### src/rtl/cslc_pkg.sv
// ----------------------------------------------------------------------------
// cslc_pkg
// shared types and constants for the centred same-length convolution core
// ----------------------------------------------------------------------------
package cslc_pkg;

	localparam int SAMPLE_BITS  = 16;
	localparam int COEF_BITS    = 16;
	localparam int RESULT_BITS  = 34;
	localparam int PROD_BITS    = SAMPLE_BITS + COEF_BITS;
	localparam int DEF_MAX_TAPS = 7;

	localparam int TCNT_BITS    = 3;
	localparam int DLY_BITS     = 2;
	localparam int SEEN_BITS    = 3;
	localparam int CFG_IDX_BITS = 3;
	localparam int CFG_BITS     = COEF_BITS;

	localparam logic [SEEN_BITS-1:0]    SEEN_MAX      = 3'd7;
	localparam logic [CFG_IDX_BITS-1:0] CFG_TAP_COUNT = 3'd7;
	localparam logic [TCNT_BITS-1:0]    TCNT_RESET    = 3'd1;

	typedef logic signed [SAMPLE_BITS-1:0] sample_t;
	typedef logic signed [COEF_BITS-1:0]   coef_t;
	typedef logic signed [PROD_BITS-1:0]   prod_t;
	typedef logic signed [RESULT_BITS-1:0] acc_t;

	typedef struct packed {
		sample_t sample;
		logic    final_sample;
	} in_word_t;

	typedef struct packed {
		acc_t result_value;
		logic final_result;
	} out_word_t;

	// one shift of the sample window
	typedef struct packed {
		logic    fire;
		sample_t data;
		logic    emit;
		logic    last;
	} step_t;

	typedef enum logic {
		SEQ_RUN,
		SEQ_FLUSH
	} seq_state_t;

endpackage

### src/rtl/cslc_seq.sv
// ----------------------------------------------------------------------------
// cslc_seq
// turns input words into window shifts, adding zero shifts after the last one when the delay is not zero
// ----------------------------------------------------------------------------
module cslc_seq (
	input  logic                          clk,
	input  logic                          arst_n,
	input  logic                          sample_valid,
	output logic                          sample_ready,
	input  cslc_pkg::in_word_t            sample_word,
	input  logic                          s1_free,
	input  logic [cslc_pkg::DLY_BITS-1:0] delay,
	output cslc_pkg::step_t               step
);
	import cslc_pkg::*;

	localparam int CMP_BITS = SEEN_BITS + 1;

	seq_state_t          state_q;
	seq_state_t          state_d;
	logic [SEEN_BITS-1:0] seen_q;
	logic [DLY_BITS-1:0]  j_q;

	always_comb begin
		state_d = state_q;
		unique case (state_q)
			SEQ_RUN: begin
				if (sample_valid && s1_free && sample_word.final_sample && delay != '0) begin
					state_d = SEQ_FLUSH;
				end
			end
			SEQ_FLUSH: begin
				if (s1_free && j_q == delay) begin
					state_d = SEQ_RUN;
				end
			end
			default: state_d = SEQ_RUN;
		endcase
	end

	always_comb begin
		sample_ready = 1'b0;
		step         = '0;
		unique case (state_q)
			SEQ_RUN: begin
				sample_ready = s1_free;
				step.fire    = sample_valid && s1_free;
				step.data    = sample_word.sample;
				step.emit    = seen_q >= SEEN_BITS'(delay);
				step.last    = sample_word.final_sample && delay == '0;
			end
			SEQ_FLUSH: begin
				step.fire = s1_free;
				step.data = '0;
				step.emit = (CMP_BITS'(seen_q) + CMP_BITS'(j_q)) >= CMP_BITS'(delay);
				step.last = j_q == delay;
			end
			default: begin
				sample_ready = 1'b0;
			end
		endcase
	end

	always_ff @(posedge clk or negedge arst_n) begin
		if (!arst_n) begin
			state_q <= SEQ_RUN;
			seen_q  <= '0;
			j_q     <= '0;
		end else begin
			state_q <= state_d;
			if (step.fire) begin
				if (step.last) begin
					seen_q <= '0;
				end else if (state_q == SEQ_RUN && !sample_word.final_sample
						&& seen_q != SEEN_MAX) begin
					seen_q <= seen_q + 1'b1;
				end
				j_q <= (state_q == SEQ_RUN) ? DLY_BITS'(1) : j_q + 1'b1;
			end
		end
	end

endmodule

### config.mk
export PLATFORM = sky130hd
export DESIGN_NAME = cslc_seq
export DESIGN_NICKNAME = d
export VERILOG_FILES = /design/src/rtl/cslc_pkg.sv /design/src/rtl/cslc_seq.sv
export SDC_FILE = /design/constraint.sdc
export NUM_CORES = 1
export LEC_CHECK = 0
export ABC_AREA = 1
export BUFFER_PORTS_ARGS = -buffer_cell sky130_fd_sc_hd__buf_2
export CORE_ASPECT_RATIO = 1.4
export CORE_MARGIN = 1.5
export CORE_UTILIZATION = 30
export DETAILED_ROUTE_END_ITERATION = 12
export GPL_ROUTABILITY_DRIVEN = 0
export PLACE_DENSITY = 0.7
export RECOVER_POWER = 100
export SLEW_MARGIN = 0
export SYNTH_ARGS = -nofsm -noshare
export SYNTH_HDL_FRONTEND = slang
export SYNTH_SLANG_ARGS = --single-unit
### constraint.sdc
create_clock -name clk -period 1.45 [get_ports clk]
set_input_delay 0 -clock clk [delete_from_list [all_inputs] [get_ports clk]]
set_output_delay 0 -clock clk [all_outputs]
set_load 0.005 [all_outputs]
== After elaboration in Yosys (flattened, before gate mapping) ==
Cells that the tools add are included.

* Word-level logic and storage cells: 31
* Register bits: 6

* Add/sub/neg operators: 3
* Bitwise operators: 1
* Multiplexer cells: 8
* Equal/unequal tests: 2
* Order comparisons: 2
* Reductions and logical operators: 12

{| class="wikitable"
|+ Operator list
! kind !! count
|-
| one-hot mux 19 bit (2 select lines) || 1
|-
| logical AND 1 bit || 7
|-
| 2-to-1 mux 3 bit || 2
|-
| adder 3 x 2 -> 4 bit || 1
|-
| >= comparator 4 x 2 -> 1 bit || 1
|-
| nonzero test 2 bit || 2
|-
| adder 3 x 1 -> 3 bit (second input constant) || 1
|-
| >= comparator 3 x 2 -> 1 bit || 1
|-
| 2-to-1 mux 1 bit || 3
|-
| != test 3 bit (second input constant) || 1
|-
| adder 2 x 1 -> 2 bit (second input constant) || 1
|-
| equality test 2 bit || 1
|-
| zero test 2 bit || 1
|-
| 2-to-1 mux 2 bit || 1
|-
| one-hot mux 1 bit (2 select lines) || 1
|-
| AND reduction 2 bit || 1
|-
| zero test 1 bit || 1
|-
| inverter 1 bit || 1
|}

== Logic depth before layout (Yosys ltp) ==
* Depth in word-level cells: 5
* Depth in mapped cells: 8
* Depth with buffers taken out: 8

== Least setup slack after synthesis ==
OpenSTA, ideal clock, no wires.

* Kind: reg-to-output
* From: register seen_q[0]
* To: output step[1] (netlist bit)
* Cell stages (with the launch flop): 7
* Path slack: -0.223 ns
* Buffers on the path: 0
* Data arrival time: 1.673 ns
* Cell sequence: dfrtp_1 ha_1 fa_1 ha_1 a21boi_0 nor3_1 a22oi_1

{| class="wikitable"
|+ RTL lines
! item !! line !! source
|-
| start: declaration || cslc_seq.sv:21 || <nowiki>logic [SEEN_BITS-1:0] seen_q;</nowiki>
|-
| start signal: assignment || cslc_seq.sv:76 || <nowiki>seen_q <= seen_q + 1'b1;</nowiki>
|-
| end: declaration || cslc_seq.sv:13 || <nowiki>output cslc_pkg::step_t step</nowiki>
|}

==> flow_summary_export.csv <==
group,metric,value,unit
power_and_ir_drop,p_sw,0.5930,mW
power_and_ir_drop,switching_share,0.4414,
clock_network,clock_path_buffers,2,
power_and_ir_drop,ir_worst_vdd,0.0008021,V
final_layout,antenna_cells,0,
timing,finalSetupTns,-557.3,ps
global_route,gr-total-overflow,0,
synthesis,synth_area,660.6,um2
worst_setup_path,start_kind,"flip-flop",
global_route,grt_pass1_vias,718,
clock_network,clockRootBuffer,"clkbuf_4",
power_and_ir_drop,seqPwrFrac,0.204,
detailed_routing,viasPerCell,4.569,
timing,fin_skew,3.072,ps
final_layout,fin_nets,187,
power_and_ir_drop,leakage,0.6189,nW
timing,hold_viol_final,0,
final_layout,n_fill_cell,220,
detailed_routing,wirelength,1685,um
synthesis,seq_area_frac_synth,0.2273,
worst_setup_path,required,1450,ps
synthesis,syn_nets,135,
clock_network,clk_pin_slew,50,ps
synthesis,avgSynthCellArea,6.414,um2
floorplanning,fp.dieW,42.66,um
detailed_routing,drc,0,
timing,fin_crit,2007,ps
power_and_ir_drop,p_comb_frac,0.679,
global_route,antenna_found_initial,0,
timing,slew_viol_final,0,
floorplanning,dieArea,2497,um2
worst_setup_path,arrival,2010,ps
timing,fin_hold_ws,32.67,ps
floorplanning,die_h,58.53,um
worst_setup_path,cp-end-kind,"output pin",
timing,final.setup.worst_slack,-557.3,ps
clock_network,clk_latency,250,ps
synthesis,synth_cell_type_count,25,
timing,period_share,1.384,
final_layout,final_cell_mix,"25 x inv_1, 25 x buf_2, 18 x nor2_1, 18 x nand2_1, 10 x clkbuf_2",
synthesis,synth_cells,103,
worst_setup_path,path_class,"reg -> out",
global_route,grt_use_total,0.1429,
job,cap_violations,0,
synthesis,synth_seq_cells,6,
final_layout,area_growth,52.84,%
clock_network,cts_tree,"yes",
global_route,grt_pass1_wl,2725,um
timing,slew_headroom,0.7817,
clock_network,cts_inserted_buffers,3,
power_and_ir_drop,internal_power,0.7504,mW
detailed_routing,ant_nets,0,
synthesis,yosysWarnings,0,
power_and_ir_drop,p_per_area,1330,nW/um2
detailed_routing,drtIter0Drc,8,
detailed_routing,num_vias,795,
detailed_routing,wire_per_inst,9.684,um
floorplanning,ios,43,
detailed_routing,dr.pass1.iters,3,
worst_setup_path,cp_max_fo,2,
place,io_buffers,42,
global_route,grt_start_max_net_pins,19,
run_status,outcome,"complete, but fails checks",
clock_network,clock-sinks,6,
floorplanning,core_area,2021,um2
timing,max_freq,0.4982,GHz
hold_path,hp-class,"in -> reg",
timing,finalSetupViolations,1,
power_and_ir_drop,share_clk_of_total_power,0.117,
final_layout,drive_gt1_frac,0.3595,
timing,rsz0062_at_grt,"yes",
floorplanning,start_util,0.3269,
run_status,violations,"setup timing",
floorplanning,rows,19,
place,dp_hpwl,1417,um
timing,max_slew.worst_pin.slew,326.2,ps
clock_network,cts_htree_levels,1,
==> logic make-up after synthesis <==
family | share of synthesized area
simple gates | 0.3030
xor+xnor | 0.01326
fa+ha+maj | 0.1818
flops | 0.2273
compound gates | 0.09660
buf+inv | 0.1780
==> critical path, cell delays in order, from the launching register on <==
cell and delay, ps:
dfrtp_1 380, ha_2 200, fa_1 430, ha_1 280, a21boi_2 150, nor3_2 40
a22oi_1 140, buf_2 140
==> metrics by stage <==
| step | power (mW) | cell area, um2 | utilization | setup slack, ps | instances |
|---|---|---|---|---|---|
| after global placement | 1.124 | 928.4 | 0.4594 | -288.9 | 169 |
| after floorplan | 0.8123 | 666.9 | - | -173.4 | 103 |
| final | 1.343 | 1010 | 0.4997 | -557.3 | 174 |
| after detailed placement | 1.159 | 928.4 | 0.4594 | -315.1 | 169 |
| after CTS | 1.330 | 975.9 | 0.4830 | -591.8 | 174 |
| after global routing | 1.513 | 1010 | 0.4997 | -656.0 | 174 |
==> area by class of cell <==
cell class	instances	area (um2)	area share
multi-input combinational	67	446.7	0.4424
timing repair buffer	49	259.0	0.2565
sequential	6	150.1	0.1487
inverter	28	105.1	0.1041
tap	21	26.28	0.02602
clock buffer	3	22.52	0.02230
==> registers in the layout (all words and copies together) (netlist names) <==
name / cells
seen_q: 3
state_q: 1
j_q: 2
==> worst paths after layout <==
| check | startpoint | endpoint | slack, ps | cells after the start |
|---|---|---|---|---|
| setup / recovery | j_q[0] | step[1] | -560 | 7 |
| hold / removal | sample_valid | j_q[1] | 30 | 2 |
| setup reg to reg | seen_q[1] | seen_q[0] | 70 | 8 |
| hold reg to reg | seen_q[2] | seen_q[2] | 640 | 2 |
| max in group asynchronous | arst_n | state_q | 1040 | 2 |
| min in group asynchronous | arst_n | j_q[0] | 160 | 2 |
==> power groups by stage <==
| stage | combinational (mW) | clock, mW | sequential [mW] |
|---|---|---|---|
| CTS | 0.895 | 0.161 | 0.275 |
| detailed placement | 0.882 | 0 | 0.277 |
| finish | 0.912 | 0.157 | 0.275 |
| global placement | 0.853 | 0 | 0.271 |
| global route | 1.06 | 0.173 | 0.283 |
| floorplan | 0.524 | 0 | 0.288 |
==> metal layers <==
metal  wire length (um)  GRT usage
met2                851     0.2835
met4                 40    0.08929
met1                646     0.1260
met5                  0          0
met3                147    0.02761
==> Yosys cell counts (all sizes together) <==
master	n	area share
dfrtp	6	0.23
inv	27	0.15
a21boi	2	0.023
xor2	1	0.013
ha	8	0.15
nand4	1	0.0095
or2	1	0.0095
o211ai	1	0.011
fa	1	0.030
nor3	1	0.0076
o2111ai	1	0.013
o21ai	3	0.023
a21oi	2	0.015
a22oi	1	0.011
buf	2	0.019
nand2	18	0.10
clkinv	1	0.0057
nand3	6	0.045
nor2	20	0.13
==> repair_timing <==
item	4_1_cts	5_1_grt
resized for setup	1	10
setup buffers	0	1
hold buffers	2	0
setup endpoints to repair	2	4
pin swaps	0	3
endpoints found under the hold margin	7	0
Note: power is estimated with default switching activity, not from simulation.
