===== src/rtl/cslc_pkg.sv =====
// ----------------------------------------------------------------------------
// cslc_pkg
// shared types and constants for the centred same-length convolution core
// ----------------------------------------------------------------------------
package cslc_pkg;

	localparam int SAMPLE_BITS  = 16;
	localparam int COEF_BITS    = 16;
	localparam int RESULT_BITS  = 34;
	localparam int PROD_BITS    = SAMPLE_BITS + COEF_BITS;
	localparam int DEF_MAX_TAPS = 7;

	localparam int TCNT_BITS    = 3;
	localparam int DLY_BITS     = 2;
	localparam int SEEN_BITS    = 3;
	localparam int CFG_IDX_BITS = 3;
	localparam int CFG_BITS     = COEF_BITS;

	localparam logic [SEEN_BITS-1:0]    SEEN_MAX      = 3'd7;
	localparam logic [CFG_IDX_BITS-1:0] CFG_TAP_COUNT = 3'd7;
	localparam logic [TCNT_BITS-1:0]    TCNT_RESET    = 3'd1;

	typedef logic signed [SAMPLE_BITS-1:0] sample_t;
	typedef logic signed [COEF_BITS-1:0]   coef_t;
	typedef logic signed [PROD_BITS-1:0]   prod_t;
	typedef logic signed [RESULT_BITS-1:0] acc_t;

	typedef struct packed {
		sample_t sample;
		logic    final_sample;
	} in_word_t;

	typedef struct packed {
		acc_t result_value;
		logic final_result;
	} out_word_t;

	// one shift of the sample window
	typedef struct packed {
		logic    fire;
		sample_t data;
		logic    emit;
		logic    last;
	} step_t;

	typedef enum logic {
		SEQ_RUN,
		SEQ_FLUSH
	} seq_state_t;

endpackage


===== src/rtl/cslc_cell.sv =====
// ----------------------------------------------------------------------------
// cslc_cell
// one window position: holds a sample, passes it on and forms its product
// ----------------------------------------------------------------------------
module cslc_cell (
	input  logic            clk,
	input  logic            arst_n,
	input  logic            shift,
	input  logic            clear,
	input  cslc_pkg::sample_t din,
	input  cslc_pkg::coef_t   tap,
	input  logic            tap_en,
	output cslc_pkg::sample_t win,
	output cslc_pkg::prod_t   prod
);
	import cslc_pkg::*;

	sample_t win_q;
	prod_t   prod_s1;

	always_ff @(posedge clk or negedge arst_n) begin
		if (!arst_n) begin
			win_q <= '0;
		end else if (shift) begin
			win_q <= clear ? sample_t'(0) : din;
		end
	end

	always_ff @(posedge clk) begin
		if (shift) begin
			prod_s1 <= tap_en ? prod_t'(din) * prod_t'(tap) : prod_t'(0);
		end
	end

	assign win  = win_q;
	assign prod = prod_s1;

endmodule


===== config.mk =====
export PLATFORM = sky130hd
export DESIGN_NAME = cslc_cell
export DESIGN_NICKNAME = d
export VERILOG_FILES = /design/src/rtl/cslc_pkg.sv /design/src/rtl/cslc_cell.sv
export SDC_FILE = /design/constraint.sdc
export NUM_CORES = 1
export LEC_CHECK = 0
export ABC_AREA = 1
export BUFFER_PORTS_ARGS = -buffer_cell sky130_fd_sc_hd__buf_2
export CAP_MARGIN = 20
export CORE_MARGIN = 2
export CORE_UTILIZATION = 50
export DETAILED_ROUTE_END_ITERATION = 6
export GPL_ROUTABILITY_DRIVEN = 0
export PLACE_DENSITY = 0.68
export SLEW_MARGIN = 10
export SYNTH_ARGS = -nofsm -noshare
export SYNTH_HDL_FRONTEND = slang
export SYNTH_SLANG_ARGS = --single-unit
export TNS_END_PERCENT = 1

===== constraint.sdc =====
create_clock -name clk -period 0.9 [get_ports clk]
set_input_delay 0.18 -clock clk [delete_from_list [all_inputs] [get_ports clk]]
set_output_delay 0.18 -clock clk [all_outputs]
set_load 0.1 [all_outputs]

Word level (Yosys, flattened, before mapping):

Cells that the tools add are included.

* register bits: 48
* output and inout port bits: 48
* logic and storage cells: 4

* multipliers: 1
* mux-type cells: 1

Operator list (count)
* multiplier 16 x 16 -> 32 bit: 1
* two-way mux 16 bit: 1

Logic depth before layout (Yosys ltp):

Gate-level depths: netlist of the first run.

* word-level depth: 1
* depth in mapped cells: 26

Worst setup path before layout of the first run:

No wires, ideal clock.

* path type: input-to-reg
* from: in din[15]
* to: reg prod_s1[30], in the netlist prod[30] (data pin)
* library setup time: 0.255 ns
* arrival: 5.314 ns
* required time: 0.645 ns
* setup slack: -4.669 ns
* stages: 20
* buffers on the path: 2
* path through: clkbuf_1 -> clkbuf_1 -> nand2_1 -> inv_1 -> fa_1 -> fa_1 -> inv_1 -> fa_1 -> inv_1 -> fa_1 -> fa_1 -> fa_1 -> ha_1 -> nand2_1 -> nor2_1 -> nand2_1 -> nor3_1 -> nand2_1 -> a21oi_1 -> nor2_1

* longest elaborated chain between the ends: 1

Ends and longest elaborated chain
* start, declared: line cslc_cell.sv:10 `input cslc_pkg::sample_t din,`
* multiplier 16 x 16 -> 32 bit: line cslc_cell.sv:31 `prod_s1 <= tap_en ? prod_t'(din) * prod_t'(tap) : prod_t'(0);`
* end signal, assigned: line cslc_cell.sv:31
* end, declared: line cslc_cell.sv:19 `prod_t prod_s1;`

No other way between the ends.
A chain may end at the register's enable or synchronous reset.

Worst setup path in the final report of the first run:

* from: in din[15]
* to: reg prod_s1[31], in the netlist prod[31] (data pin)

The elaborated chain is that of the path after synthesis.

==> impl_metrics.toml, run 1 <==
[placement]
port-buffer-count = 84
hpwl_um = 29700

[outcome]
status = "finished with violations"
violations = "setup timing"

[timing]
slew_headroom = 0.677
fin_crit_sh = 5.53
tightest_slew_ns = 0.485
whs_ns = 0.228
clock.fmax_ghz = 0.201
hold_viol = 0
clock_skew_ns = 0
report.final.slew_viol_count = 0
setup_viol = 78
layout_min_cycle_time_ns = 4.97
worst_slack_ns = -4.07
rsz0062_at_grt = "true"

[global_routing]
grt_max_degree = 28
track_usage = 0.293
gr-total-overflow = 0
grt_pass1_wl_um = 59900
antenna_found_initial = 0
grt_pass1_vias = 12000

[logic_synthesis]
yosysWarnings = 0
yosysSeqAreaShare = 0.108
synthFlopType = "edfxtp_1"
synth_edf_count = 32
synth_fp_nets = 2004
synth_top_area_cell = "fa_1"
syn-cell-area_um2 = 12600
synth_cell_types = 33
ys_ff_latch = 48
yosysTopAreaCellShare = 0.416
avgSynthCellArea_um2 = 7.77
synthesis.instances = 1623
async_flop_share = 0.333
synth.area.top_cells = "fa_1, inv_1, nand2_1"

[drt]
vias = 10800
drt_wl_total_um = 36200
drtAntennaViolNets = 0
viasPerCell = 5.00
drcViolationCount = 0
detail_route.first_pass.iterations = 6
drtIter0Drc = 766
wl_per_cell_um = 16.7

[floorplanning]
rows = 58
core_area_um2 = 25000
die_y_um = 163
start_util = 0.505
die_area_um2 = 26500
die_w_um = 163
io_pins = 85

[critical_path]
cp.required_ns = 0.97
critPathLaunchType = "input pin"
path_class = "in2reg"
critPathSlowestCell = "fa_2"
cp_slowest_stage_delay_ns = 0.66
cp_cell_sequence = "buf_12, nand2_2, inv_1, fa_2, fa_2, buf_4, buf_6, fa_2, fa_1, inv_1, fa_1, inv_1, fa_1, ha_4, nand2_1, nor2_2, and2_1, and2_1, nand2_1, nand2_2, nand2_1, nand2_1, nor2_1"
arrival_ns = 5.05
path_common_cell = "nand2_1"
cp_max_fo = 6
regToRegSetupSlack_ns = 0.11
cp-end-kind = "flip-flop"

[finish]
antennaDiodeCount = 0
nets = 2220
drive_gt1_frac = 0.245
syn2layout_area_growth_pct = 32.9

[clocking]
cts_tree = "done"
clockRootBuffer = "clkbuf_16"
clkSinkCount = 48
path_clk_slew_ns = 0.08
clk_path_buf_depth = 2
cts_max_level = 2
numCtsBuffers = 5
insertion_delay_ns = 0.31

[min_path]
min_path_type = "in2reg"

[run]
maxCapViolations = 0
state kept, by name, indices dropped and copies added (netlist names):
signal  cells
win        16
prod       32
area by class of cell:
type / instances / area, µm²
Multi-Input combinational cell: 998 / 9840
Inverter: 508 / 1910
Sequential cell: 48 / 1360
Clock inverter: 3 / 46.3
Clock buffer: 5 / 125
Fill cell: 1900 / 8210
Tap cell: 330 / 413
Timing Repair Buffer: 278 / 3060
Yosys cell counts, types with 2 or more instances:
cell type,number
inv_1,503
nand2_1,424
fa_1,262
ha_1,82
nor2_1,70
clkbuf_1,67
nand3_1,36
a21oi_1,33
edfxtp_1,32
o21ai_0,25
dfrtp_1,16
nand2_2,11
nand4_1,7
nor2_2,7
o21a_1,7
o21bai_1,5
and2_1,4
inv_2,4
nor2_4,4
nor3_1,4
nand3_2,3
o22ai_1,3
a21oi_2,2
nand3b_1,2
xnor2_1,2
cell usage in the layout, fill, tap and decap left out, types with 4 or more instances in the layout:
master / n
a21oi_1: 22
a21oi_2: 10
and2_1: 4
buf_12: 60
buf_2: 6
buf_4: 161
buf_6: 40
buf_8: 8
clkbuf_16: 5
dfrtp_1: 15
edfxtp_1: 32
fa_1: 246
fa_2: 16
ha_1: 49
ha_4: 33
inv_1: 485
inv_2: 21
nand2_1: 393
nand2_2: 33
nand2_4: 9
nand3_1: 30
nand3_2: 9
nand4_1: 7
nor2_1: 57
nor2_2: 12
nor2_4: 12
o21a_1: 7
o21ai_0: 22
o21bai_1: 4
per-stage QoR:
stage / instances / utilization / worst slack (ns) / setup TNS [ns] / instance area [µm²]
3_3_place_gp: 2138 / 0.612 / -4.63 / -119.91 / 15300
3_5_place_dp: 2138 / 0.612 / -4.67 / -121.46 / 15300
5_1_grt: 2170 / 0.671 / -4.31 / -119.01 / 16800
4_1_cts: 2165 / 0.663 / -3.99 / -113.29 / 16500
6_report: 2170 / 0.671 / -4.07 / -113.17 / 16800
2_1_floorplan: 1623 / - / -4.15 / -122.46 / 12800
layer usage:
| metal | GRT usage | up-vias | routed length [µm] |
|---|---|---|---|
| li1 | - | 5009 | - |
| met5 | 0 | - | 0 |
| met4 | 0.104 | 0 | 1490 |
| met2 | 0.515 | 424 | 18300 |
| met1 | 0.371 | 5304 | 13900 |
| met3 | 0.0397 | 105 | 2440 |
repair_timing:
item,4_1_cts,5_1_grt
gates resized for setup,205,49
endpoints found under the hold margin,16,0
cloned,1,0
setup buffers,17,5
setup endpoints to repair,79,79
hold buffers,1,0
pin swaps,63,30
worst max-delay path: cells and delay by family:
kind	cells	cell delay (ns)
buffers and inverters	6	0.58
adder cells (fa/ha/maj)	7	3.41
AND/OR/NAND/NOR	10	0.85
path summary, 6_finish.rpt:
| check | start | endpoint | cells past startpoint |
|---|---|---|---|
| max in group asynchronous | arst_n | win[11]$_DFFE_PN0P_ | 2 |
| max | din[15] | prod[31]$_SDFFCE_PN0P_ | 23 |
| max reg2reg | win[10]$_DFFE_PN0P_ | win[10]$_DFFE_PN0P_ | 2 |
| min reg2reg | win[2]$_DFFE_PN0P_ | win[2]$_DFFE_PN0P_ | 2 |
| min | clear | win[13]$_DFFE_PN0P_ | 4 |
| min in group asynchronous | arst_n | win[5]$_DFFE_PN0P_ | 2 |
kinds of logic after synthesis:
family                     count (synthesis)  share of synthesized area
xor gates and xnor gates                   3                    0.00208
buffers and inverters                    577                      0.172
and+or+nand+nor                          574                      0.187
DFF                                       48                      0.108
adders and majority gates                344                      0.497
AOI/OAI and AO/OA                         77                     0.0339
Power of run 1 is not shown: default switching activity piles up to over one toggle a cycle in this logic, so the estimate is an artifact.
==> inputs of run 2 (changes only) <==
Settings changed: ABC_AREA 1 to unset.
==> impl_metrics.toml, run 2 <==
[clocking]
insertion_delay_ns = 0.30
clockRootBuffer = "clkbuf_16"
cts_tree = "done"
cts_max_level = 2
numCtsBuffers = 5
clk_path_buf_depth = 2
path_clk_slew_ns = 0.08
clkSinkCount = 48

[finish]
syn2layout_area_growth_pct = 29.8
largest_reg_flops = 32
drive_gt1_frac = 0.242
final_cell_mix = "inv_1, fa_1, buf_4"
final_common_cell = "inv_1"
nets = 1854
stdcell_area_um2 = 15500
antennaDiodeCount = 0

[logic_synthesis]
async_flop_share = 0.333
syn-cell-area_um2 = 11900
synthesis.instances = 1257
synth_top_area_cell = "fa_1"
synth_edf_count = 32
synthMuxAreaShare = 0.00419
ys_top_cells_by_count = "inv_1, fa_1, nand2_1"
synthFlopType = "edfxtp_1"
yosysSeqAreaShare = 0.114
synth_fp_nets = 1638
synth.area.top_cells = "fa_1, inv_1, ha_1"
synth_cell_types = 57
yosys.area_share.simple = 0.162
synth_top_family_by_area = "adder cells"
synth_most_common_cell = "inv_1"
synth-compound-area-share = 0.0658
yosysWarnings = 0
yosysTopAreaCellShare = 0.439
synthAdderAreaFrac = 0.525
ys_ff_latch = 48
avgSynthCellArea_um2 = 9.50
synth-xor-area-share = 0.0169

[timing]
tightest_slew_ns = 0.384
whs_ns = 0.174
report.final.slew_viol_count = 0
hold_viol = 0
clock_skew_ns = 0
clock.fmax_ghz = 0.194
fin_crit_sh = 5.73
setup_viol = 79
setup-tns-final_ns = -116.57
rsz0062_at_grt = "true"
layout_min_cycle_time_ns = 5.15
slew_headroom = 0.743
worst_slack_ns = -4.25

[global_routing]
use_met2 = 0.453
gr-total-overflow = 0
grt_max_degree = 38
busiest_layer = "met2"
grt_util_met1 = 0.291
use_met3 = 0.0299
grt_pass1_vias = 9988
antenna_found_initial = 0
grt_pass1_wl_um = 47200
track_usage = 0.242

[min_path]
min_path_type = "in2reg"

[drt]
vias = 9214
drcViolationCount = 0
wl_per_cell_um = 16.1
drtAntennaViolNets = 0
viasPerCell = 5.14
detail_route.first_pass.iterations = 5
drt_wl_total_um = 28800
drtIter0Drc = 480

[critical_path]
cp_max_fo = 10
path_class = "in2reg"
critPathSlowestCell = "fa_2"
arrival_ns = 5.31
cp_cell_sequence = "clkbuf_4, and2_4, fa_2, fa_2, buf_4, fa_2, fa_1, fa_1, inv_1, fa_1, inv_1, ha_1, and3_1, nand3_1, nor2_1, o21a_1, or3_1, o211ai_1"
critPathLaunchType = "input pin"
cp.required_ns = 1.05
cp_slowest_stage_delay_ns = 0.64
cp-end-kind = "flip-flop"

[outcome]
status = "finished with violations"
violations = "setup timing"

[placement]
port-buffer-count = 84
postPlaceCellArea_um2 = 14700
hpwl_um = 24300

[floorplanning]
io_pins = 85
die_y_um = 159
core_area_um2 = 23500
die_area_um2 = 25100
start_util = 0.509
rows = 56
die_w_um = 159

[run]
maxCapViolations = 0
## run 2: cell count changes after synthesis, sizes merged, moves of 11 or more
cell and change:
inv -203, nand2b +11, nor2 -42, xnor2 +15
nand3b +15, a21o +17, nand2 -302, clkbuf -25
a21oi -11, nand3 -24, and2 +121
## run 2: routing by layer
metal,share of wire,vias to the layer above
li1,-,4210
met1,0.38,4740
met2,0.55,204
met3,0.040,60
met4,0.029,0
met5,0,-
## run 2: cell type report
type / instances / area, µm²
Clock buffer: 5 / 125
Clock inverter: 3 / 17.5
Fill cell: 1825 / 7970
Inverter: 305 / 1140
Multi-Input combinational cell: 857 / 9820
Sequential cell: 48 / 1360
Tap cell: 319 / 399
Timing Repair Buffer: 256 / 2630
## run 2: final timing paths
check / startpoint / end / slack (ns) / cells past startpoint
min in group asynchronous: arst_n / win[4]$_DFFE_PN0P_ / 0.32 / 2
max in group asynchronous: arst_n / win[13]$_DFFE_PN0P_ / 0.30 / 2
hold / removal: din[11] / win[11]$_DFFE_PN0P_ / 0.17 / 3
setup reg to reg: win[1]$_DFFE_PN0P_ / win[1]$_DFFE_PN0P_ / 0.22 / 2
hold reg to reg: win[7]$_DFFE_PN0P_ / win[7]$_DFFE_PN0P_ / 0.57 / 2
setup / recovery: tap[3] / prod[29]$_SDFFCE_PN0P_ / -4.25 / 18
## run 2: worst max-delay path, delay by kind of cell
family / cells / cell delay [ns]
buf+inv: 4 / 0.45
simple gates: 5 / 0.95
compound gates: 2 / 0.34
fa+ha+maj: 7 / 3.39
## run 2: repair_timing
action	CTS	global route
gates cloned	0	0
setup endpoints to repair	79	79
buffers inserted	0	0
hold endpoints to repair	16	0
pin swaps	25	13
resized for setup	82	35
hold buffers	1	0
## run 2: cell families after synthesis
kind of cell             count (synthesis)
XOR/XNOR                                23
flip-flops                              48
AND/OR/NAND/NOR                        370
AO/OA/AOI/OAI                          115
multiplexers                             5
adder cells (fa/ha/maj)                344
buffers and inverters                  352
## run 2: through the flow
step	instances	utilization	setup WS, ns
after floorplan	1257	-	-4.33
after global placement	1784	0.628	-4.63
after detailed placement	1784	0.628	-4.67
after CTS	1793	0.652	-4.22
after global routing	1793	0.660	-4.39
final	1793	0.660	-4.25
Power of run 2 is left out for the same reason.
==> inputs of run 3 (changes only) <==
Clock period 0.9 ns to 5.5 ns, I/O delays scaled along.
==> impl_metrics.toml, run 3 (synthesis gave the netlist of run 2 again) <==
[outcome]
status = "finished with violations"
violations = "setup timing"

[global_routing]
grt_max_degree = 65
antenna_found_initial = 1
gr-total-overflow = 0
grt_pass1_vias = 10000
grt_pass1_wl_um = 47800
track_usage = 0.245

[finish]
multi_input_area_um2 = 9710
nFillCells = 1943
syn2layout_area_growth_pct = 22.5
register_area_um2 = 1360
nets = 1848
largest_reg_flops = 32
antennaDiodeCount = 0
final_common_cell = "inv_1"
drive_gt1_frac = 0.234
final_cell_mix = "inv_1, fa_1, buf_4"
fin_cells = 1786

[placement]
dp.cells = 1769
port-buffer-count = 84
hpwl_um = 24100

[timing]
setup_viol = 20
clock.fmax_ghz = 0.165
clock_skew_ns = 0
tightest_slew_ns = 0.732
slew_headroom = 0.512
report.final.slew_viol_count = 0
worst_slack_ns = -0.566
fin_crit_sh = 1.10
hold_viol = 0
layout_min_cycle_time_ns = 6.07
rsz0062_at_grt = "true"

[critical_path]
path_class = "in2reg"
arrival_ns = 6.21
cp-end-kind = "flip-flop"
cp_cell_sequence = "buf_2, buf_6, nand2_1, fa_1, inv_1, fa_1, fa_1, fa_1, fa_1, inv_1, fa_1, inv_1, ha_4, a211o_1, o211ai_1, o211a_4, nor2_4, or3_1, o211ai_1"
cp_max_fo = 9
cp_slowest_stage_delay_ns = 0.59
path_common_cell = "fa_1"
critPathSlowestCell = "fa_1"
regToRegSetupSlack_ns = 4.83
critPathLaunchType = "input pin"
cp.required_ns = 5.64

[drt]
viasPerCell = 5.08
drcViolationCount = 0
drtIter0Drc = 419
drt_wl_total_um = 28700
detail_route.first_pass.iterations = 5
wl_per_cell_um = 16.1
drtAntennaViolNets = 0
vias = 9072

[floorplanning]
io_pins = 85
die_w_um = 159
die_y_um = 159
die_area_um2 = 25100
start_util = 0.509
rows = 56
core_area_um2 = 23500

[clocking]
clkSinkCount = 48
clockRootBuffer = "clkbuf_16"
cts_max_level = 2
path_clk_slew_ns = 0.07
insertion_delay_ns = 0.30
clk_path_buf_depth = 2
cts_tree = "done"
numCtsBuffers = 5

[min_path]
min_path_type = "reg2reg"

[run]
maxCapViolations = 0
-- run 3: metal layers --
metal	vias up	GRT usage	routed length (µm)
li1	4203	-	-
met1	4610	0.290	11000
met2	197	0.455	15500
met3	60	0.0354	1120
met4	2	0.0819	963
met5	-	0	13
-- run 3: layout make-up --
cell class	count	share of cell area
inverter	305	0.0783
multi-input combinational	857	0.664
tap	319	0.0273
sequential	48	0.0931
clock buffer	5	0.00856
timing repair buffer	250	0.128
clock inverter	2	0.000856
-- run 3: final timing paths --
check / start / end / cells after the start
max: tap[11] / prod[29]$_SDFFCE_PN0P_ / 19
min: win[3]$_DFFE_PN0P_ / win[3]$_DFFE_PN0P_ / 2
max reg2reg: win[14]$_DFFE_PN0P_ / win[14]$_DFFE_PN0P_ / 2
min reg2reg: win[3]$_DFFE_PN0P_ / win[3]$_DFFE_PN0P_ / 2
max in group asynchronous: arst_n / win[10]$_DFFE_PN0P_ / 1
min in group asynchronous: arst_n / win[15]$_DFFE_PN0P_ / 1
-- run 3: worst max-delay path, delay by kind of cell --
| kind | cells | cell delay (ns) |
|---|---|---|
| adders and majority gates | 7 | 3.29 |
| AOI/OAI and AO/OA | 4 | 0.86 |
| buffers and inverters | 5 | 0.50 |
| and+or+nand+nor | 3 | 0.47 |
-- run 3: stage by stage --
stage / instance area, µm² / hold WS (ns) / TNS, ns / setup slack [ns] / utilization
2_1_floorplan: 12100 / 0.804 / -9.79 / -0.647 / -
3_3_place_gp: 13800 / 0.505 / -18.36 / -0.957 / 0.590
3_5_place_dp: 13800 / 0.510 / -19.41 / -1.02 / 0.590
4_1_cts: 14500 / 0.523 / -7.86 / -0.530 / 0.619
5_1_grt: 14600 / 0.539 / -11.47 / -0.736 / 0.623
6_report: 14600 / 0.515 / -7.81 / -0.566 / 0.623
-- run 3: what timing repair did --
action,4_1_cts,5_1_grt
endpoints found under the hold margin,0,0
cloned,0,0
setup buffers,10,0
pin swaps,48,11
setup endpoints to repair,22,22
gates resized for setup,104,18
hold buffers,0,0
Power of run 3 is left out for the same reason.
