## config.mk

```make
export PLATFORM = sky130hd
export DESIGN_NAME = cslc_sum
export DESIGN_NICKNAME = d
export VERILOG_FILES = /design/src/rtl/cslc_pkg.sv /design/src/rtl/cslc_sum.sv
export SDC_FILE = /design/constraint.sdc
export NUM_CORES = 1
export LEC_CHECK = 0
export BUFFER_PORTS_ARGS = -buffer_cell sky130_fd_sc_hd__buf_2
export CAP_MARGIN = 5
export CORE_MARGIN = 2
export CORE_UTILIZATION = 56
export CTS_CLUSTER_SIZE = 30
export DETAILED_ROUTE_END_ITERATION = 6
export MAX_ROUTING_LAYER = met4
export PLACE_DENSITY = 0.8
export SLEW_MARGIN = 5
export SYNTH_ARGS = -nofsm -noshare
export SYNTH_HDL_FRONTEND = slang
export SYNTH_SLANG_ARGS = --single-unit
```

## constraint.sdc

```tcl
create_clock -name clk -period 5.5 [get_ports clk]
set_clock_uncertainty 0.05 [all_clocks]
set_input_delay 1.1 -clock clk [delete_from_list [all_inputs] [get_ports clk]]
set_output_delay 1.1 -clock clk [all_outputs]
set_load 0.01 [all_outputs]
```

## src/rtl/cslc_pkg.sv

```systemverilog
// ----------------------------------------------------------------------------
// cslc_pkg
// shared types and constants for the centred same-length convolution core
// ----------------------------------------------------------------------------
package cslc_pkg;

	localparam int SAMPLE_BITS  = 16;
	localparam int COEF_BITS    = 16;
	localparam int RESULT_BITS  = 34;
	localparam int PROD_BITS    = SAMPLE_BITS + COEF_BITS;
	localparam int DEF_MAX_TAPS = 7;

	localparam int TCNT_BITS    = 3;
	localparam int DLY_BITS     = 2;
	localparam int SEEN_BITS    = 3;
	localparam int CFG_IDX_BITS = 3;
	localparam int CFG_BITS     = COEF_BITS;

	localparam logic [SEEN_BITS-1:0]    SEEN_MAX      = 3'd7;
	localparam logic [CFG_IDX_BITS-1:0] CFG_TAP_COUNT = 3'd7;
	localparam logic [TCNT_BITS-1:0]    TCNT_RESET    = 3'd1;

	typedef logic signed [SAMPLE_BITS-1:0] sample_t;
	typedef logic signed [COEF_BITS-1:0]   coef_t;
	typedef logic signed [PROD_BITS-1:0]   prod_t;
	typedef logic signed [RESULT_BITS-1:0] acc_t;

	typedef struct packed {
		sample_t sample;
		logic    final_sample;
	} in_word_t;

	typedef struct packed {
		acc_t result_value;
		logic final_result;
	} out_word_t;

	// one shift of the sample window
	typedef struct packed {
		logic    fire;
		sample_t data;
		logic    emit;
		logic    last;
	} step_t;

	typedef enum logic {
		SEQ_RUN,
		SEQ_FLUSH
	} seq_state_t;

endpackage

```

## src/rtl/cslc_sum.sv

```systemverilog
// ----------------------------------------------------------------------------
// cslc_sum
// registered two-level adder tree over the cell products
// ----------------------------------------------------------------------------
module cslc_sum #(
	parameter int MAX_TAPS = cslc_pkg::DEF_MAX_TAPS
) (
	input  logic            clk,
	input  logic            en_s2,
	input  logic            en_out,
	input  cslc_pkg::prod_t prod [MAX_TAPS],
	output cslc_pkg::acc_t  result
);
	import cslc_pkg::*;

	localparam int NPAIR = (MAX_TAPS + 1) / 2;

	acc_t pair_s2 [NPAIR];
	acc_t result_q;

	for (genvar p = 0; p < NPAIR; p++) begin : g_pair
		if (2 * p + 1 < MAX_TAPS) begin : g_two
			always_ff @(posedge clk) begin
				if (en_s2) begin
					pair_s2[p] <= acc_t'(prod[2*p]) + acc_t'(prod[2*p+1]);
				end
			end
		end else begin : g_one
			always_ff @(posedge clk) begin
				if (en_s2) begin
					pair_s2[p] <= acc_t'(prod[2*p]);
				end
			end
		end
	end

	always_ff @(posedge clk) begin
		acc_t total;
		total = '0;
		for (int p = 0; p < NPAIR; p++) begin
			total = total + pair_s2[p];
		end
		if (en_out) begin
			result_q <= total;
		end
	end

	assign result = result_q;

endmodule

```

# After elaboration in Yosys (flattened, before gate mapping)
# Memory sizes are Yosys's and may differ from the RTL's.
# Index checks and enable logic that the tools add are counted.
# totals
out_inout_bits	34
ram_bits	136
n_memories	1
word_cells	10
regBits	34
# op_classes
addsub	6
muxes	2
# mem_list
name	depth	word_bits	rd	rd_clocked_by_memory_dff	write_ports	line	text
pair_s2	4	34	4	0	4	cslc_sum.sv:18	acc_t pair_s2 [NPAIR];
# op_table
cell	count
adder 34 bit	3
adder 32 x 32 -> 33 bit	3
two-way mux 1 bit	2

# Logic depth before layout (Yosys ltp)
# Gate-level depths: netlist of run 1.
# depth
word_depth	3
mapped_depth	15

# Worst setup path before layout of run 1
# No wires, ideal clock.
# synth_path
kind	register to register
from	mem pair_s2[0][1] (netlist name)
to	reg result_q[33] (netlist: result[33]), data pin
arrival_time_ns	3.804
slack_ns	1.390
period_less_slack_ns	4.110
n_path_buf	0
path_stages_with_launch	15
path_cell_list	edfxtp_1 > inv_1 > fa_1 > inv_1 > fa_1 > ha_1 > fa_1 > a21o_1 > a21oi_2 > o21a_1 > o211ai_2 > a31o_2 > a221o_1 > a311o_1 > o211a_1
# synth_rtl
item	line	text
start: declaration	cslc_sum.sv:18	
end signal: assignment	cslc_sum.sv:44	result_q <= total;
end: declaration	cslc_sum.sv:19	acc_t result_q;

==> results of run 1 <==
final timing paths:
kind           endpoint           from  depth (start not counted)
min reg2reg   result[0]  pair_s2[1][0]                          1
max reg2reg  result[33]  pair_s2[0][1]                         14
min           result[0]  pair_s2[1][0]                          1
max          result[33]  pair_s2[0][1]                         14
placed cells by master, fill, tap and decap left out, drive strengths merged, types with 6 or more instances in the layout:
cell / count
nor2b: 18
a21oi: 103
xnor2: 75
and2: 9
buf: 262
fa: 69
nor2: 48
and3: 11
edfxtp: 165
o21ai: 63
inv: 220
a31oi: 13
nand2b: 11
nand4: 9
o211ai: 14
clkbuf: 17
o21bai: 19
nand2: 63
xor2: 35
nand3: 30
a211oi: 13
a21o: 59
nor3: 17
o31ai: 6
ha: 129
o21a: 21
cell type report:
type / count / area share
tap: 319 / 0.0255
clock buffer: 17 / 0.0272
timing repair buffer: 262 / 0.0843
sequential: 165 / 0.317
clock inverter: 15 / 0.00992
antenna: 4 / 0.000640
multi-input combinational: 912 / 0.485
inverter: 211 / 0.0506
worst max-delay path: cells and delay by family, from the launching register on:
family                   cells  cell delay (ns)
AO/OA/AOI/OAI                8             1.97
flip-flops                   1             0.32
buffers and inverters        2             0.10
adder cells (fa/ha/maj)      4             1.67
cells in the mapped netlist (3+ instances only):
| cell type | number |
|---|---|
| sky130_fd_sc_hd__inv_1 | 211 |
| sky130_fd_sc_hd__edfxtp_1 | 165 |
| sky130_fd_sc_hd__ha_1 | 129 |
| sky130_fd_sc_hd__a21oi_1 | 101 |
| sky130_fd_sc_hd__xnor2_1 | 75 |
| sky130_fd_sc_hd__fa_1 | 69 |
| sky130_fd_sc_hd__nand2_1 | 63 |
| sky130_fd_sc_hd__a21o_1 | 58 |
| sky130_fd_sc_hd__o21ai_0 | 57 |
| sky130_fd_sc_hd__nor2_1 | 48 |
| sky130_fd_sc_hd__xor2_1 | 35 |
| sky130_fd_sc_hd__nand3_1 | 30 |
| sky130_fd_sc_hd__o21a_1 | 21 |
| sky130_fd_sc_hd__o21bai_1 | 19 |
| sky130_fd_sc_hd__clkbuf_1 | 18 |
| sky130_fd_sc_hd__nor2b_1 | 18 |
| sky130_fd_sc_hd__nor3_1 | 17 |
| sky130_fd_sc_hd__a211oi_1 | 13 |
| sky130_fd_sc_hd__a31oi_1 | 13 |
| sky130_fd_sc_hd__o211ai_1 | 12 |
| sky130_fd_sc_hd__and3_1 | 11 |
| sky130_fd_sc_hd__nand2b_1 | 11 |
| sky130_fd_sc_hd__and2_1 | 9 |
| sky130_fd_sc_hd__nand4_1 | 9 |
| sky130_fd_sc_hd__o31ai_1 | 6 |
| sky130_fd_sc_hd__a2111o_1 | 5 |
| sky130_fd_sc_hd__a211o_1 | 5 |
| sky130_fd_sc_hd__nor4_1 | 5 |
| sky130_fd_sc_hd__o211a_1 | 5 |
| sky130_fd_sc_hd__o21ai_1 | 5 |
| sky130_fd_sc_hd__a221oi_1 | 4 |
| sky130_fd_sc_hd__a31o_2 | 4 |
| sky130_fd_sc_hd__a21boi_0 | 3 |
| sky130_fd_sc_hd__and4_1 | 3 |
| sky130_fd_sc_hd__mux2i_1 | 3 |
| sky130_fd_sc_hd__o22ai_1 | 3 |
| sky130_fd_sc_hd__o31a_1 | 3 |
| sky130_fd_sc_hd__o41ai_1 | 3 |
| sky130_fd_sc_hd__or3_1 | 3 |
metal layers:
metal,up-vias,routed length (um),global-route usage
met3,50,1920,0.0350
li1,5156,-,-
met1,4784,14100,0.344
met5,-,0,-
met2,395,14200,0.393
met4,0,794,0.0909
cells by family (layout without fill, tap and decap cells):
family,after synthesis,count (layout),share of synthesized area
AND/OR/NAND/NOR,236,236,0.0865
AO/OA/AOI/OAI,365,365,0.182
XOR/XNOR,110,110,0.0718
other,0,4,0
adder cells (fa/ha/maj),198,198,0.223
multiplexers,3,3,0.00224
flip-flops,165,165,0.369
buffers and inverters,231,505,0.0653
stage by stage:
stage	total power, mW	cell area (sq um)	util
3_3_place_gp	5.72	15000	0.641
2_1_floorplan	4.89	13400	-
5_1_grt	7.55	15600	0.666
4_1_cts	7.00	15600	0.666
3_5_place_dp	5.82	15000	0.641
6_report	7.01	15600	0.666
registers in the layout (all words and copies together), names as in the netlist:
name     cells
pair_s2    131
result      34
power by group:
group          switching, mW  internal (mW)
registers             0.0705           1.89
logic                   2.20           1.71
clock network          0.547          0.606
total                   2.81           4.20
==> Implementation_results.wiki, run 1 <==
{| class="wikitable"
! Metric !! Value
|-
| Count of endpoints failing setup in the final report || 0
|-
| Dominant synthesized flop cell || sky130_fd_sc_hd__edfxtp_1
|-
| Average wire per cell in the routed design || 16.3 um
|-
| Hold_ws || 0.509 ns
|-
| Bufs on Longest Clock Path || 2
|-
| Stage delay of the slowest cell on the critical path || 0.53 ns
|-
| Post-synth top area cell || sky130_fd_sc_hd__edfxtp_1
|-
| Max Cap Violations || 0
|-
| Antenna-violating nets left || 0
|-
| Initial DRC count || 931
|-
| Number of failing hold endpoints at the final stage || 0
|-
| Post-synthesis cell area || 13,400 sq um
|-
| Final-layout fill cell count || 1,877
|-
| Count of warnings emitted by yosys || 0
|-
| Clock root cell || sky130_fd_sc_hd__clkbuf_16
|-
| Effective utilization at floorplan || 0.572
|-
| Cell count after placement || 1,869
|-
| Number of placement rows || 56
|-
| Final worst-path cycle share || 0.789
|-
| Die Area || 25,200 sq um
|-
| Largest net degree at the start of global routing || 55
|-
| Top-Level Pins || 261
|-
| Setup slack after layout || 1.16 ns
|-
| Maximum level of the CTS H-tree || 4
|-
| Vias in the first global route || 10,200
|-
| Transition at the pin with the smallest max-transition slack || 0.712 ns
|-
| RSZ-0062 raised after global routing || false
|-
| Critical-path cell list || inv_1 > fa_1 > inv_1 > fa_1 > ha_1 > fa_1 > a21o_1 > a21oi_2 > o21a_1 > o211ai_2 > a31o_2 > a221o_1 > a311o_1 > o211a_1
|-
| Category of the critical setup timing path || register to register
|-
| Total Routing Usage GR || 0.254
|-
| Final estimated routing congestion in global placement || 1.00
|-
| Hold buffers post-CTS || 0
|-
| Fraction of final layout cells sized beyond drive strength 1 || 0.197
|-
| CP max stage cell || sky130_fd_sc_hd__fa_1
|-
| Setup TNS || 0 ns
|-
| Wire length of the first global-routing pass || 49,400 um
|-
| Number of buffers added for setup after CTS || 0
|-
| Synth cell types || 67
|-
| Kind of start point of the critical path || register
|-
| Number of non-filler instances in the completed layout || 1,905
|-
| Die boundary height || 159 um
|-
| Max Clock Freq || 230 MHz
|-
| Pre-CTS setup slack || 1.16 ns
|-
| Max-slew headroom at the worst pin || 0.526
|-
| FF+latch count, synth || 165
|-
| Area of the multi-input gates || 7580 sq um
|-
| Initial antenna violation count || 4
|-
| Reg area || 4950 sq um
|-
| Final-stage net count || 1,994
|-
| Insertion delay of the later-clocked pin in the worst-skew pair || 0.43 ns
|-
| Crit path top cell by count || sky130_fd_sc_hd__fa_1
|-
| Class of the tightest hold or removal check || register to register
|-
| Max rail drop VDD || 263 uV
|-
| DP Wirelength || 25,500 um
|-
| Die X-Extent || 159 um
|-
| Vias after detailed routing || 10,400
|-
| Syn_area_per_cell || 10.3 sq um
|-
| Leak || 7.41 nW
|-
| Overflow left after global routing || 0
|-
| Crit end category || register
|-
| Core Footprint || 23,500 sq um
|-
| Async set-or-reset flop fraction in the synthesized netlist || 0
|-
| Power per cell area || 448 nW/um^2
|-
| Synthesized Nets || 1,733
|-
| Data arrival time of the critical path || 4.47 ns
|-
| Max-slew violation total from the final report || 0
|-
| Cell count after synthesis || 1,308
|-
| Maximum fanout along the worst path || 3
|-
| Resize count post-CTS || 0
|-
| Required time at the worst-slack endpoint || 5.63 ns
|-
| Top cells by area, synth || sky130_fd_sc_hd__edfxtp_1, sky130_fd_sc_hd__ha_1, sky130_fd_sc_hd__fa_1
|-
| Area share of the largest cell type after synthesis || 0.369
|-
| Post-CTS clock slew at the launch and capture registers of the worst setup and hold paths || 0.07 ns
|-
| TritonRoute pass-1 iters || 6
|-
| Sequential element share of the synthesized area || 0.369
|-
| Number of DRC violations after detailed routing || 0
|-
| CTS tree || done
|-
| FF-to-FF setup slack || 1.16 ns
|-
| Synthesis-to-finish area growth || 16.6%
|-
| Vias per inst || 5.45
|-
| Run status || complete, no violations
|-
| Total wirelength of the detailed-routed design || 31,000 um
|-
| Total number of clock tree sinks || 165
|-
| Num CTS Buffers || 17
|-
| Post-route minimum period || 4.34 ns
|-
| Count of flip-flops with a built-in enable after synthesis || 165
|-
| Port buffer count || 260
|}
Note: power is estimated with default switching activity, not from simulation.
==> inputs of run 2 (changes only) <==
CORE_UTILIZATION = 52   (was 56)
PLACE_DENSITY = 0.78   (was 0.8)
clock period = 3.6 ns   (was 5.5 ns; I/O delays follow)
==> run 2 against run 1 <==
The run now ends with negative setup slack left. Count of clock-buffer cells in the layout unchanged. Via count rose by 4.8%. Power rose by 91%. Sequential share of layout area shrank 2.1 points. Design area up 7.1%. Hold slack got worse by 0.099 ns. Die area rose by 7.5%. Routed wire length grew 8.7%. Register-to-register slack worse by 1.6 ns. First-iteration DRC count down 5.7%. Critical endpoint unchanged. Highest routed layer unchanged.
==> Implementation_results.wiki, run 2 (synthesis results as in run 1) <==
{| class="wikitable"
! Metric !! Value
|-
| Die Area || 27,100 sq um (+7.5%)
|-
| Effective utilization at floorplan || 0.531 (-0.0403)
|-
| Maximum level of the CTS H-tree || 4 (unchanged)
|-
| Synthesis-to-finish area growth || 24.9%
|-
| Class of the tightest hold or removal check || input port to register
|-
| Vias in the first global route || 10,300 (+0.70%)
|-
| Vias per inst || 5.45 (-0.10%)
|-
| Failing checks || negative setup slack
|-
| Bufs on Longest Clock Path || 2 (unchanged)
|-
| Category of the critical setup timing path || register to register
|-
| Largest net degree at the start of global routing || 55 (unchanged)
|-
| Vias after detailed routing || 10,900 (+4.8%)
|-
| Critical-path cell list || inv_2 > fa_1 > inv_1 > fa_1 > ha_2 > fa_2 > a21o_1 > a21oi_2 > o21a_1 > o211ai_2 > a31o_2 > a221o_1 > a311o_1 > o211a_1
|-
| Power per cell area || 798 nW/um^2 (+78%)
|-
| Clock root cell || sky130_fd_sc_hd__clkbuf_16
|-
| DP Wirelength || 26,800 um (+4.9%)
|-
| Count of endpoints failing setup in the final report || 9 (+9)
|-
| RSZ-0062 raised after global routing || true
|-
| Max Clock Freq || 250 MHz (+8.4%)
|-
| Transition at the pin with the smallest max-transition slack || 0.733 ns (+0.0217 ns)
|-
| Setup TNS || -1.94 ns (-1.94 ns)
|-
| CP max stage cell || sky130_fd_sc_hd__fa_1
|-
| Initial antenna violation count || 0 (-4)
|-
| Cell count after placement || 1,953 (+4.5%)
|-
| Final worst-path cycle share || 1.11 (+0.323)
|-
| Maximum fanout along the worst path || 3 (unchanged)
|-
| Required time at the worst-slack endpoint || 3.74 ns (-1.89 ns)
|-
| Die boundary height || 165 um (+3.7%)
|-
| Number of failing hold endpoints at the final stage || 0 (unchanged)
|-
| Total wirelength of the detailed-routed design || 33,700 um (+8.7%)
|-
| Final-stage net count || 2,080 (+4.3%)
|-
| Die X-Extent || 165 um (+3.7%)
|-
| Data arrival time of the critical path || 4.14 ns (-0.33 ns)
|-
| Kind of start point of the critical path || register
|-
| Fraction of final layout cells sized beyond drive strength 1 || 0.272 (+0.0750)
|-
| Post-CTS clock slew at the launch and capture registers of the worst setup and hold paths || 0.07 ns (about the same)
|-
| Top-Level Pins || 261 (unchanged)
|-
| Run status || finished, violations left
|-
| Post-route minimum period || 4.00 ns (-0.337 ns)
|-
| Setup slack after layout || -0.403 ns (-1.56 ns)
|-
| Largest reg by FF count || pair_s2
|-
| Core Footprint || 25,300 sq um (+7.6%)
|-
| TritonRoute pass-1 iters || 5 (-1)
|-
| Number of placement rows || 58 (+3.6%)
|-
| Crit end category || register
|-
| Total number of clock tree sinks || 165 (unchanged)
|-
| Max Cap Violations || 0 (unchanged)
|-
| Max-slew violation total from the final report || 0 (unchanged)
|-
| Stage delay of the slowest cell on the critical path || 0.54 ns (about the same)
|-
| Final estimated routing congestion in global placement || 1.00 (-0.37%)
|-
| Leak || 7.90 nW (+6.6%)
|-
| Overflow left after global routing || 0 (unchanged)
|-
| Number of flip-flops in the largest register || 131 (unchanged)
|-
| Number of non-filler instances in the completed layout || 1,998 (+4.9%)
|-
| Average wire per cell in the routed design || 16.9 um (+3.7%)
|-
| Max rail drop VDD || 587 uV (+120%)
|-
| Num CTS Buffers || 17 (unchanged)
|-
| Wire length of the first global-routing pass || 50,800 um (+2.8%)
|-
| Commonest cells after routing, fill and taps aside || sky130_fd_sc_hd__buf_2, sky130_fd_sc_hd__inv_1, sky130_fd_sc_hd__edfxtp_1
|-
| Antenna diodes || 0 (-4)
|-
| Antenna-violating nets left || 0 (unchanged)
|-
| Max-slew headroom at the worst pin || 0.511 (-0.0145)
|-
| Crit path buffers/inverters || 2 (unchanged)
|-
| Insertion delay of the later-clocked pin in the worst-skew pair || 0.43 ns (about the same)
|-
| CTS tree || done
|-
| Hold buffers post-CTS || 0 (unchanged)
|-
| Number of DRC violations after detailed routing || 0 (unchanged)
|-
| Crit path top cell by count || sky130_fd_sc_hd__fa_1
|-
| Top Family by Delay on Critical Path || compound AO/OA/AOI/OAI gates
|-
| Total Routing Usage GR || 0.250 (-0.00393)
|-
| Port buffer count || 260 (unchanged)
|-
| Initial DRC count || 878 (-5.7%)
|-
| Most common library cell in the layout ignoring fill and taps || sky130_fd_sc_hd__buf_2
|}
-- run 2: changes by cell type in the layout (fill, tap and decap cells not counted), moves of 4 or more --
cell                        before  now
sky130_fd_sc_hd__buf_4           3   78
sky130_fd_sc_hd__inv_1         211  197
sky130_fd_sc_hd__inv_2           0   14
sky130_fd_sc_hd__buf_6           0   10
sky130_fd_sc_hd__ha_1          129  119
sky130_fd_sc_hd__a21oi_1       101   92
sky130_fd_sc_hd__ha_4            0    9
sky130_fd_sc_hd__a21oi_2         1    9
sky130_fd_sc_hd__o21ai_0        57   49
sky130_fd_sc_hd__o21ai_2         1    6
sky130_fd_sc_hd__bufinv_16       0    4
sky130_fd_sc_hd__diode_2         4    0
-- run 2: worst paths after layout --
kind | start | to | slack (ns) | cells after the start
min reg2reg | pair_s2[1][0] | result[0] | 0.51 | 1
min | prod[30] | pair_s2[3][30] | 0.41 | 1
max | pair_s2[0][1] | result[33] | -0.40 | 14
max reg2reg | pair_s2[0][1] | result[33] | -0.40 | 14
-- run 2: where the power goes --
| part | internal (mW) | leakage [nW] | switching [mW] |
|---|---|---|---|
| Clock | 1.18 | 0.315 | 0.795 |
| Combinational | 4.10 | 5.97 | 4.29 |
| Sequential | 2.88 | 1.62 | 0.117 |
| Total | 8.17 | 7.90 | 5.20 |
-- run 2: final cells by class --
type / instances / area, sq um
multi-input combinational: 912 / 7950
sequential: 165 / 4950
clock buffer: 17 / 425
inverter: 211 / 792
tap: 330 / 413
timing repair buffer: 348 / 2010
fill: 1964 / 8500
clock inverter: 15 / 213
-- run 2: metal layers --
layer / up-vias / global-route usage / wire [um]
li1: 5325 / - / -
met1: 5117 / 0.352 / 15300
met2: 388 / 0.388 / 15700
met3: 51 / 0.0291 / 2070
met4: 0 / 0.0644 / 700
met5: - / - / 0
-- run 2: through the flow --
step | cell area (sq um) | worst slack (ns) | total power [mW] | utilization | hold slack, ns
global route | 16800 | -0.515 | 14.3 | 0.664 | 0.399
detailed placement | 15600 | -0.453 | 9.91 | 0.619 | 0.500
finish | 16800 | -0.403 | 13.4 | 0.664 | 0.410
floorplan | 13400 | -0.375 | 7.54 | - | 0.476
global placement | 15600 | -0.395 | 9.75 | 0.619 | 0.487
CTS | 16500 | -0.371 | 12.4 | 0.651 | 0.399
-- run 2: worst register-to-register path: stages, from the launching register on --
cell and delay, ns:
sky130_fd_sc_hd__edfxtp_1 0.35, sky130_fd_sc_hd__inv_2 0.04, sky130_fd_sc_hd__fa_1 0.54, sky130_fd_sc_hd__inv_1 0.05, sky130_fd_sc_hd__fa_1 0.43, sky130_fd_sc_hd__ha_2 0.20
sky130_fd_sc_hd__fa_2 0.35, sky130_fd_sc_hd__a21o_1 0.18, sky130_fd_sc_hd__a21oi_2 0.16, sky130_fd_sc_hd__o21a_1 0.17, sky130_fd_sc_hd__o211ai_2 0.11, sky130_fd_sc_hd__a31o_2 0.24
sky130_fd_sc_hd__a221o_1 0.32, sky130_fd_sc_hd__a311o_1 0.36, sky130_fd_sc_hd__o211a_1 0.21
-- run 2: repair_timing --
item                       CTS  global route
gates cloned                 0             0
buffers inserted             6             9
setup endpoints to repair   12            15
gates resized for setup     33            50
pin swaps                   28            29
